<file path="config.mk">
export PLATFORM = sky130hd
export DESIGN_NAME = odometer_pid_position_loop
export DESIGN_NICKNAME = d
export VERILOG_FILES = /design/src/design/opl_pkg.sv /design/src/design/odometer_pid_position_loop.sv /design/src/design/opl_odometer.sv
export SDC_FILE = /design/constraint.sdc
export NUM_CORES = 2
export LEC_CHECK = 0
export BUFFER_PORTS_ARGS = -buffer_cell sky130_fd_sc_hd__buf_2
export CAP_MARGIN = 10
export CORE_MARGIN = 1.5
export CORE_UTILIZATION = 56
export DETAILED_ROUTE_END_ITERATION = 7
export PLACE_DENSITY = 0.72
export SLEW_MARGIN = 20
export SYNTH_ARGS = -nofsm -noshare
export SYNTH_HDL_FRONTEND = slang
export SYNTH_SLANG_ARGS = --single-unit
</file>
<file path="constraint.sdc">
create_clock -name i_clk -period 10.54 [get_ports i_clk]
set_input_delay 2.108 -clock i_clk [delete_from_list [all_inputs] [get_ports i_clk]]
set_output_delay 2.108 -clock i_clk [all_outputs]
set_load 0.01 [all_outputs]
</file>
<file path="src/design/opl_pkg.sv">
package opl_pkg;

    localparam int COUNT_WIDTH = 16;
    localparam int DELTA_W     = COUNT_WIDTH + 1;
    localparam int CHANGE_W    = COUNT_WIDTH + 2;
    localparam int GAIN_W      = 24;
    localparam int OFFSET_W    = 32;
    localparam int LIMIT_W     = 15;
    localparam int DRIVE_W     = 48;

    // Signed products of an unsigned Q.8 gain (one extra sign bit) and a term
    localparam int PROD_P_W = GAIN_W + 1 + DELTA_W;
    localparam int PROD_I_W = GAIN_W + 1 + COUNT_WIDTH;
    localparam int PROD_D_W = GAIN_W + 1 + CHANGE_W;
    localparam int SUM_W    = ((PROD_D_W > OFFSET_W) ? PROD_D_W : OFFSET_W) + 2;
    localparam int CMP_W    = (SUM_W > DRIVE_W) ? SUM_W : DRIVE_W;
    localparam int CLAMP_W  = ((COUNT_WIDTH > LIMIT_W) ? COUNT_WIDTH : LIMIT_W) + 2;

    localparam int CFG_IDX_W  = 3;
    localparam int CFG_DATA_W = 32;

    localparam logic [GAIN_W-1:0]   RST_GAIN_P = GAIN_W'(128000);
    localparam logic [GAIN_W-1:0]   RST_GAIN_I = GAIN_W'(768);
    localparam logic [GAIN_W-1:0]   RST_GAIN_D = GAIN_W'(10240);
    localparam logic [OFFSET_W-1:0] RST_OFFSET = '0;
    localparam logic [LIMIT_W-1:0]  RST_LIMIT  = LIMIT_W'(15);

    typedef enum logic [CFG_IDX_W-1:0] {
        CFG_GAIN_P    = 3'd0,
        CFG_GAIN_I    = 3'd1,
        CFG_GAIN_D    = 3'd2,
        CFG_OFFSET    = 3'd3,
        CFG_POS_LIMIT = 3'd4
    } t_cfg_idx;

    // Terms of one control tick, taken from the odometer state
    typedef struct packed {
        logic signed [COUNT_WIDTH-1:0] position;
        logic signed [DELTA_W-1:0]     delta;
        logic signed [CHANGE_W-1:0]    change;
    } t_terms;

    // Saturate the exact sum to the signed drive range
    function automatic logic signed [DRIVE_W-1:0] sat_drive(
        input logic signed [SUM_W-1:0] sum
    );
        logic signed [CMP_W-1:0] s;
        logic signed [CMP_W-1:0] mx;
        logic signed [CMP_W-1:0] mn;
        s  = CMP_W'(sum);
        mx = {{(CMP_W-DRIVE_W+1){1'b0}}, {(DRIVE_W-1){1'b1}}};
        mn = ~mx;
        if (s > mx) begin
            s = mx;
        end else if (s < mn) begin
            s = mn;
        end
        return s[DRIVE_W-1:0];
    endfunction

endpackage

</file>
<file path="src/design/odometer_pid_position_loop.sv">
// Channel      | Valid        | Stall     | Payload
// -------------+--------------+-----------+-------------------------------------------
// item in      | i_valid      | o_stall   | i_action, i_sensor_level, i_moving_backward
// drive out    | o_valid      | i_stall   | o_drive_value
// config write | i_cfg_valid  | (ready: o_cfg_ready) | i_cfg_index, i_cfg_data
//
// One request is taken every cycle while o_stall is low; a control tick gives its
// drive value through the input register, product register and result register.
// The odometer state updates as a request leaves the input register, so
// back-to-back requests see each other's effect in order.
// Reset (synchronous, active low) empties the pipeline, clears the odometer and
// loads the default gains, offset and limit.
// A stall on the output holds the result register and backs up stage by stage;
// o_stall rises only once every stage holds a request.
module odometer_pid_position_loop
    import opl_pkg::*;
(
    input  logic                      i_clk,
    input  logic                      i_rst_n,
    // item in
    input  logic                      i_valid,
    output logic                      o_stall,
    input  logic                      i_action,
    input  logic                      i_sensor_level,
    input  logic                      i_moving_backward,
    // drive out
    output logic                      o_valid,
    input  logic                      i_stall,
    output logic signed [DRIVE_W-1:0] o_drive_value,
    // configuration write
    input  logic                      i_cfg_valid,
    output logic                      o_cfg_ready,
    input  logic [CFG_IDX_W-1:0]      i_cfg_index,
    input  logic [CFG_DATA_W-1:0]     i_cfg_data
);

    // Configuration registers
    logic [GAIN_W-1:0]   r_gain_p;
    logic [GAIN_W-1:0]   r_gain_i;
    logic [GAIN_W-1:0]   r_gain_d;
    logic [OFFSET_W-1:0] r_offset;
    logic [LIMIT_W-1:0]  r_limit;

    // Stage A: input register
    logic r_a_valid;
    logic r_a_action;
    logic r_a_level;
    logic r_a_back;

    // Stage B: product register (control ticks only)
    logic                       r_b_valid;
    logic signed [PROD_P_W-1:0] r_b_prod_p;
    logic signed [PROD_I_W-1:0] r_b_prod_i;
    logic signed [PROD_D_W-1:0] r_b_prod_d;

    // Stage C: result register
    logic                      r_c_valid;
    logic signed [DRIVE_W-1:0] r_c_drive;

    logic                       a_move;
    logic                       b_move;
    logic                       c_move;
    logic                       accept;
    t_terms                     terms;
    logic signed [PROD_P_W-1:0] prod_p;
    logic signed [PROD_I_W-1:0] prod_i;
    logic signed [PROD_D_W-1:0] prod_d;
    logic signed [SUM_W-1:0]    sum;

    // A stage advances when the one after it is empty or advancing itself
    assign c_move  = !r_c_valid || !i_stall;
    assign b_move  = !r_b_valid || c_move;
    assign a_move  = !r_a_valid || b_move;
    assign accept  = i_valid && a_move;
    assign o_stall = !a_move;

    assign o_valid       = r_c_valid;
    assign o_drive_value = r_c_drive;

    // Writes must arrive only while idle; the block does not enforce this and takes them at once
    assign o_cfg_ready = 1'b1;

    always_ff @(posedge i_clk) begin
        if (!i_rst_n) begin
            r_gain_p <= RST_GAIN_P;
            r_gain_i <= RST_GAIN_I;
            r_gain_d <= RST_GAIN_D;
            r_offset <= RST_OFFSET;
            r_limit  <= RST_LIMIT;
        end else if (i_cfg_valid) begin
            case (i_cfg_index)
                CFG_GAIN_P:    r_gain_p <= i_cfg_data[GAIN_W-1:0];
                CFG_GAIN_I:    r_gain_i <= i_cfg_data[GAIN_W-1:0];
                CFG_GAIN_D:    r_gain_d <= i_cfg_data[GAIN_W-1:0];
                CFG_OFFSET:    r_offset <= i_cfg_data[OFFSET_W-1:0];
                CFG_POS_LIMIT: r_limit  <= i_cfg_data[LIMIT_W-1:0];
                default:       ; // drop writes beyond the register list
            endcase
        end
    end

    // Stage A: capture the request
    always_ff @(posedge i_clk) begin
        if (!i_rst_n) begin
            r_a_valid <= 1'b0;
        end else if (a_move) begin
            r_a_valid <= i_valid;
        end
    end

    always_ff @(posedge i_clk) begin
        if (accept) begin
            r_a_action <= i_action;
            r_a_level  <= i_sensor_level;
            r_a_back   <= i_moving_backward;
        end
    end

    // Odometer state: step on sample ticks, form terms and clamp on control ticks
    opl_odometer u_odometer (
        .i_clk      (i_clk),
        .i_rst_n    (i_rst_n),
        .i_step     (r_a_valid && b_move),
        .i_action   (r_a_action),
        .i_level    (r_a_level),
        .i_backward (r_a_back),
        .i_limit    (r_limit),
        .o_terms    (terms)
    );

    // Three independent multiplies of the Q.8 gains by the terms
    assign prod_p = PROD_P_W'($signed({1'b0, r_gain_p})) * PROD_P_W'(terms.delta);
    assign prod_i = PROD_I_W'($signed({1'b0, r_gain_i})) * PROD_I_W'(terms.position);
    assign prod_d = PROD_D_W'($signed({1'b0, r_gain_d})) * PROD_D_W'(terms.change);

    // Stage B: sample ticks leave no result and drop out here
    always_ff @(posedge i_clk) begin
        if (!i_rst_n) begin
            r_b_valid <= 1'b0;
        end else if (b_move) begin
            r_b_valid <= r_a_valid && r_a_action;
        end
    end

    always_ff @(posedge i_clk) begin
        if (b_move) begin
            r_b_prod_p <= prod_p;
            r_b_prod_i <= prod_i;
            r_b_prod_d <= prod_d;
        end
    end

    // Exact sum, then saturate to the drive range
    assign sum = SUM_W'(r_b_prod_p) + SUM_W'(r_b_prod_i) + SUM_W'(r_b_prod_d)
               + SUM_W'($signed(r_offset));

    // Stage C: hold the result until taken
    always_ff @(posedge i_clk) begin
        if (!i_rst_n) begin
            r_c_valid <= 1'b0;
        end else if (c_move) begin
            r_c_valid <= r_b_valid;
        end
    end

    always_ff @(posedge i_clk) begin
        if (c_move) begin
            r_c_drive <= sat_drive(sum);
        end
    end

endmodule

</file>
<file path="src/design/opl_odometer.sv">
module opl_odometer
    import opl_pkg::*;
(
    input  logic               i_clk,
    input  logic               i_rst_n,
    input  logic               i_step,
    input  logic               i_action,
    input  logic               i_level,
    input  logic               i_backward,
    input  logic [LIMIT_W-1:0] i_limit,
    output t_terms             o_terms
);

    localparam logic signed [COUNT_WIDTH-1:0] CNT_MAX = {1'b0, {(COUNT_WIDTH-1){1'b1}}};
    localparam logic signed [COUNT_WIDTH-1:0] CNT_MIN = ~CNT_MAX;

    logic                          r_level;
    logic signed [COUNT_WIDTH-1:0] r_pos;
    logic signed [COUNT_WIDTH-1:0] r_pos_last;
    logic signed [DELTA_W-1:0]     r_prev_delta;

    logic                          n_level;
    logic signed [COUNT_WIDTH-1:0] n_pos;
    logic signed [COUNT_WIDTH-1:0] n_pos_last;
    logic signed [DELTA_W-1:0]     n_prev_delta;

    logic signed [DELTA_W-1:0]     delta;
    logic signed [CHANGE_W-1:0]    change;
    logic signed [CLAMP_W-1:0]     lim_w;
    logic signed [CLAMP_W-1:0]     pos_w;
    logic signed [COUNT_WIDTH-1:0] pos_clamped;

    assign delta  = DELTA_W'(r_pos) - DELTA_W'(r_pos_last);
    assign change = CHANGE_W'(delta) - CHANGE_W'(r_prev_delta);

    assign o_terms.position = r_pos;
    assign o_terms.delta    = delta;
    assign o_terms.change   = change;

    // Anti-windup clamp, compared wide enough for any limit
    always_comb begin
        lim_w = $signed(CLAMP_W'(i_limit));
        pos_w = CLAMP_W'(r_pos);
        if (pos_w > lim_w) begin
            pos_clamped = COUNT_WIDTH'(lim_w);
        end else if (pos_w < -lim_w) begin
            pos_clamped = COUNT_WIDTH'(-lim_w);
        end else begin
            pos_clamped = r_pos;
        end
    end

    always_comb begin
        n_level      = r_level;
        n_pos        = r_pos;
        n_pos_last   = r_pos_last;
        n_prev_delta = r_prev_delta;
        if (i_step) begin
            if (!i_action) begin
                n_level = i_level;
                if (i_level != r_level) begin
                    if (i_backward) begin
                        if (r_pos != CNT_MIN) begin
                            n_pos = r_pos - COUNT_WIDTH'(1);
                        end
                    end else begin
                        if (r_pos != CNT_MAX) begin
                            n_pos = r_pos + COUNT_WIDTH'(1);
                        end
                    end
                end
            end else begin
                n_pos        = pos_clamped;
                n_pos_last   = pos_clamped;
                n_prev_delta = delta;
            end
        end
    end

    always_ff @(posedge i_clk) begin
        if (!i_rst_n) begin
            r_level      <= 1'b0;
            r_pos        <= '0;
            r_pos_last   <= '0;
            r_prev_delta <= '0;
        end else begin
            r_level      <= n_level;
            r_pos        <= n_pos;
            r_pos_last   <= n_pos_last;
            r_prev_delta <= n_prev_delta;
        end
    end

endmodule
</file>
---- Word-level counts from Yosys, hierarchy flattened ----
Cells that the tools add are included.
word-level totals
  flip-flop bits (word level) ............. 349
  input bits .............................. 43
cells by class
  add/subtract/negate cells ............... 8
  $mul .................................... 3
  $lt $le $gt $ge ......................... 4
  equal/unequal tests ..................... 8
  muxes and demuxes ....................... 8
  bitwise logic cells ..................... 1
  reduce and logical (&&, ||, !) cells .... 22
operators by type and width
  kind                     number
  $mux W16                 7
  $gt A45 B48 Y1 const B   1
  $lt A45 B48 Y1 const B   1
  $mux W48                 1
  $add A44 B32 Y45         1
  $add A43 B43 Y44         1
  $add A42 B41 Y43         1
  $mul A25 B18 Y43         1
  $mul A25 B17 Y42         1
  $mul A25 B16 Y41         1
  $ne A16 B16 Y1 const B   2
  $lt A16 B18 Y1           1
  $neg A15 Y18             1
  $sub A17 B17 Y18         1
  $sub A16 B16 Y17         1
  $add A16 B2 Y16 const B  1
  $gt A16 B16 Y1           1
  $sub A16 B2 Y16 const B  1
  $reduce_and A2 Y1        7
  $eq A3 B2 Y1 const B     2
  $logic_not A1 Y1         5
  $reduce_and A4 Y1        1
  $eq A3 B1 Y1 const B     1
  $eq A3 B3 Y1 const B     1
  8 further kinds          12

---- Longest topological paths before layout ----
  word-level depth ........................ 5
  mapped depth ............................ 43
  depth with buffers taken out ............ 38

---- By module ----
From an unflattened synthesis, not the netlist that was laid out.
unflattened totals
  cell total of the unflattened synthesis .. 6618
  area, all modules ....................... 60224.0 um2
by module, submodules not included
  module                      instances  cells an instance  area an instance (um2)
  odometer_pid_position_loop  1          5853               54527.3
  opl_odometer                1          765                5696.7

---- Worst setup path before layout ----
Ideal clock, no wire load.
  kind .................................... register -> register
  start point ............................. register u_odometer.r_pos[0]
  end point ............................... register r_b_prod_d[42], data pin
  library setup time ...................... 0.267 ns
  arrival time ............................ 9.479 ns
  path slack .............................. 0.795 ns
  cell stages (with the launch flop) ...... 37
  path buffers ............................ 3
  period minus slack after synthesis ...... 9.745 ns
  path through ............................ dfxtp_1 clkbuf_1 inv_1 ha_1 fa_1 nor2b_1 o21a_1 o21ai_0 a211o_1 nand2_1 nor2_1 xnor2_1 clkbuf_1 ha_1 or3_1 o21a_1 a31oi_1 a21boi_0 buf_2 or3b_2 fa_1 fa_1 inv_1 fa_1 fa_1 fa_1 fa_1 ha_1 nand3_1 nor4_2 nand4_1 o21ai_1 a221oi_1 o311ai_2 nand4_1 o21ai_0 o211ai_1
RTL lines
  what                      RTL line                           RTL
  start: declaration        opl_odometer.sv:18                 logic signed [COUNT_WIDTH-1:0] r_pos;
  start signal: assignment  opl_odometer.sv:88                 r_pos <= n_pos;
  end signal: assignment    odometer_pid_position_loop.sv:149  r_b_prod_d <= prod_d;
  end: declaration          odometer_pid_position_loop.sv:54   logic signed [PROD_D_W-1:0] r_b_prod_d;

---- Worst setup path in the final report ----
  start point ............................. register u_odometer.r_pos[0]
  end point ............................... register r_b_prod_d[42], data pin
on the way
  word-level cells in the longest chain between the ends .. 3
ends and longest elaborated chain
  what              RTL line                           RTL
  $sub A16 B16 Y17  opl_odometer.sv:33                 assign delta = DELTA_W'(r_pos) - DELTA_W'(r_pos_last);
  $sub A17 B17 Y18  opl_odometer.sv:34                 assign change = CHANGE_W'(delta) - CHANGE_W'(r_prev_delta);
  $mul A25 B18 Y43  odometer_pid_position_loop.sv:134  assign prod_d = PROD_D_W'($signed({1'b0, r_gain_d})) * PROD_D_W'(terms.change);
  via prod_d[42]    odometer_pid_position_loop.sv:67   logic signed [PROD_D_W-1:0] prod_d;
The timed path passes the listed nets, and every way through them passes these cells.
A chain may end at the register's enable or synchronous reset.

==> impl_metrics.tcl <==
set metrics [dict create \
    start_util 0.565 \
    async_reset_ff_frac 0 \
    synth_mux_area_frac 0.00356 \
    status "finished with violations" \
    hold_depth 2 \
    synthSimpleGateAreaFrac 0.168 \
    hold_slack_ns 0.455 \
    clock_latency_ns 0.65 \
    clkTransAtPathRegs_ns 0.07 \
    rows 119 \
    dr.pass1.iters 8 \
    cts_sinks 347 \
    cts_made_buffers 45 \
    ant_nets 0 \
    maxCapViolations 0 \
    grt-ovfl-total 0 \
    hp-start "u_odometer.r_pos_last[4]$_SDFFE_PN0P_" \
    avgSynthCellArea_um2 9.07 \
    antenna_found_initial 6 \
    violations "design-rule violations" \
    fillerInstances 9077 \
    path_buf_inv 5 \
    worst_slew_pin_slew_ns 1.06 \
    finalHoldViolations 0 \
    r2r_end "r_b_prod_d[42]$_DFFE_PP_" \
    timing.rr.start "u_odometer.r_pos[0]$_SDFFE_PN0P_" \
    finalNetCount 8153 \
    root_buffer "clkbuf_16" \
    h-tree-depth 2 \
    hp-class "reg -> reg" \
    vias_per_cell 5.84 \
    hold_end "u_odometer.r_pos_last[4]$_SDFFE_PN0P_" \
    synthFlopType "edfxtp_1" \
    cp_slowest_cell "fa_1" \
    grt_pass1_vias 47822 \
    grt_usage 0.326 \
    crit_path_start_kind "flip-flop" \
    synth_xor_area_frac 0.0244 \
    synth_edf_count 175 \
    via_count 46248 \
    ys_seq_area_frac 0.146 \
    syn_inst 6581 \
    drc 16 \
    syn_to_final_growth_pct 6.12 \
    worstPathRequired_ns 11.00 \
    gp_congestion 0.949 \
    skew_ns 0.0450 \
    synth_top_family_by_area "adder cells" \
    die_w_um 329 \
    cp.arrival_ns 10.46 \
    synth_compound_area_frac 0.0856 \
    relSlewSlack 0.292 \
    cts_tree "built" \
    die_h_um 329 \
    setup_viol 0 \
    ys_types 98 \
    syn_area_mm2 0.0597 \
    dp_hpwl_mm 133 \
    grt_max_degree 70 \
    fin_crit_sh 0.949 \
    path_class "reg -> reg" \
    r2r_slack_ns 0.54 \
    synth_nets 8248 \
    cpMostUsedCell "fa_1" \
    drt_iter0_markers 4057 \
    final.min_clock_period_ns 10.00 \
    reg2regPathDepth 36 \
    wl_per_cell_um 21.7 \
    die_area_mm2 0.109 \
    drive_above_1_share 0.0570 \
    drv_slew 0 \
    wl_mm 172 \
    yosys.area_share.adder 0.476 \
    pin_count 94 \
    worstPathMaxFanout 24 \
    max_stage_delay_ns 0.58 \
    ys_ff_latch 347 \
    max_freq_mhz 100 \
    crit_family "adder cells" \
    cts.hold.buffers_added 0 \
    end_kind "flip-flop" \
    grt_pass1_wl_mm 272 \
    port_buffers 92 \
    core_area_mm2 0.106 \
    ys_warn_count 0 \
    cts_buffer_depth 3 \
]
-- cell usage after synthesis, types with 14 or more instances --
master | n | share of area
inv_1 | 1199 | 0.075
fa_1 | 1075 | 0.36
nand2_1 | 1068 | 0.067
ha_1 | 549 | 0.12
and2_1 | 373 | 0.039
a21oi_1 | 302 | 0.025
clkbuf_1 | 291 | 0.018
edfxtp_1 | 175 | 0.088
dfxtp_1 | 172 | 0.058
nor2_1 | 159 | 0.010
xnor2_1 | 128 | 0.019
o21ai_0 | 111 | 0.0093
nand2b_1 | 101 | 0.011
nand3_1 | 82 | 0.0069
nor2b_1 | 79 | 0.0083
a21o_1 | 78 | 0.0098
nor3_1 | 70 | 0.0059
o21a_1 | 42 | 0.0053
xor2_1 | 38 | 0.0056
nand4_1 | 35 | 0.0037
a211oi_1 | 34 | 0.0043
a31oi_1 | 33 | 0.0035
o211ai_1 | 30 | 0.0038
buf_1 | 23 | 0.0014
and3_1 | 22 | 0.0023
nor3b_1 | 22 | 0.0028
or3_1 | 21 | 0.0022
o21bai_1 | 20 | 0.0025
o221ai_1 | 16 | 0.0023
o31ai_1 | 14 | 0.0018
-- stage by stage --
stage,util,area (um2),cells,TNS [ns],setup slack (ns)
floorplan,-,59700,6581,0,0.795
global placement,0.583,61500,7827,0,0.519
detailed placement,0.583,61500,7827,0,0.261
CTS,0.599,63200,7911,0,0.196
global route,0.600,63300,7914,-0.0323,-0.0274
finish,0.600,63300,7915,0,0.537
-- logic make-up (layout without fill, tap and decap cells) --
logic type | after synthesis | after routing
compound gates | 795 | 795
xor+xnor | 166 | 167
fa+ha+maj | 1624 | 1624
buf+inv | 1533 | 1474
flops | 347 | 347
mux | 20 | 20
other cells | 1 | 2
simple gates | 2095 | 2095
-- tightest hold or removal path, stage by stage, from the launching register on --
cell     delay (ns)
dfxtp_1        0.31
nand2_1        0.05
a21oi_1        0.05
-- registers in the layout, summed over array words and instances (netlist names) --
signal / cells
r_b_prod_i: 41
r_b_prod_d: 43
r_a_back: 1
r_a_level: 1
r_a_action: 1
r_b_valid: 1
r_gain_i: 24
r_gain_d: 24
r_limit: 15
u_odometer.r_prev_delta: 17
r_gain_p: 24
r_b_prod_p: 42
r_offset: 32
r_a_valid: 1
o_drive_value: 46
o_valid: 1
u_odometer.r_pos_last: 16
u_odometer.r_pos: 16
u_odometer.r_level: 1
-- placed cells by master, fill, tap and decap left out, types with 30 or more instances in the layout --
master | Yosys | layout
nor2b_1 | 79 | 79
nand4_1 | 35 | 35
nor2_1 | 159 | 156
a21o_1 | 78 | 78
xnor2_1 | 128 | 107
nand2_1 | 1068 | 1067
a211oi_1 | 34 | 34
a21oi_1 | 302 | 301
nand2b_1 | 101 | 101
ha_1 | 549 | 547
and2_1 | 373 | 373
nor3_1 | 70 | 70
a31oi_1 | 33 | 31
clkbuf_16 | 0 | 53
inv_1 | 1199 | 1198
dfxtp_1 | 172 | 172
buf_4 | 5 | 95
nand3_1 | 82 | 79
o21a_1 | 42 | 42
o211ai_1 | 30 | 30
fa_1 | 1075 | 1075
o21ai_0 | 111 | 109
edfxtp_1 | 175 | 175
xor2_1 | 38 | 36
buf_2 | 11 | 92
-- timing repair --
item / CTS / global route
resized for setup: 0 / 17
endpoints found under the setup margin: 0 / 5
setup buffers: 0 / 2
-- how the worst max path moves through the flow --
| stage | depth (start not counted) | slack [ns] | startpoint | to |
|---|---|---|---|---|
| 6_report | 36 | 0.54 | u_odometer.r_pos[0]$_SDFFE_PN0P_ | r_b_prod_d[42]$_DFFE_PP_ |
| 5_1_grt | 38 | -0.03 | u_odometer.r_pos[0]$_SDFFE_PN0P_ | r_b_prod_d[42]$_DFFE_PP_ |
| 4_1_cts | 37 | 0.20 | u_odometer.r_pos[0]$_SDFFE_PN0P_ | r_b_prod_d[42]$_DFFE_PP_ |
| 3_5_place_dp | 37 | 0.26 | u_odometer.r_pos[0]$_SDFFE_PN0P_ | r_b_prod_d[42]$_DFFE_PP_ |
| 3_3_place_gp | 37 | 0.52 | u_odometer.r_pos_last[1]$_SDFFE_PN0P_ | r_b_prod_d[42]$_DFFE_PP_ |
| 2_1_floorplan | 36 | 0.79 | u_odometer.r_pos[0]$_SDFFE_PN0P_ | r_b_prod_d[42]$_DFFE_PP_ |
-- cell type report --
type	count	area, um2	share of cell area
Multi-Input combinational cell	4702	45500	0.719
Clock buffer	59	1390	0.0219
Timing Repair Buffer	189	1200	0.0189
Clock inverter	25	284	0.00448
Tap cell	1391	1740	0.0275
Antenna cell	1	2.50	0.0000395
Sequential cell	347	8700	0.137
Inverter	1201	4510	0.0713
-- metal layers --
metal / vias to the layer above / share of wire / GRT usage
met1: 23268 / 0.40 / 0.439
met2: 2161 / 0.45 / 0.514
li1: 20359 / - / -
met5: - / 0.000070 / 0
met3: 458 / 0.092 / 0.0573
met4: 2 / 0.054 / 0.156
Power is not shown: default switching activity piles up to over one toggle a cycle in this logic, so the estimate is an artifact.
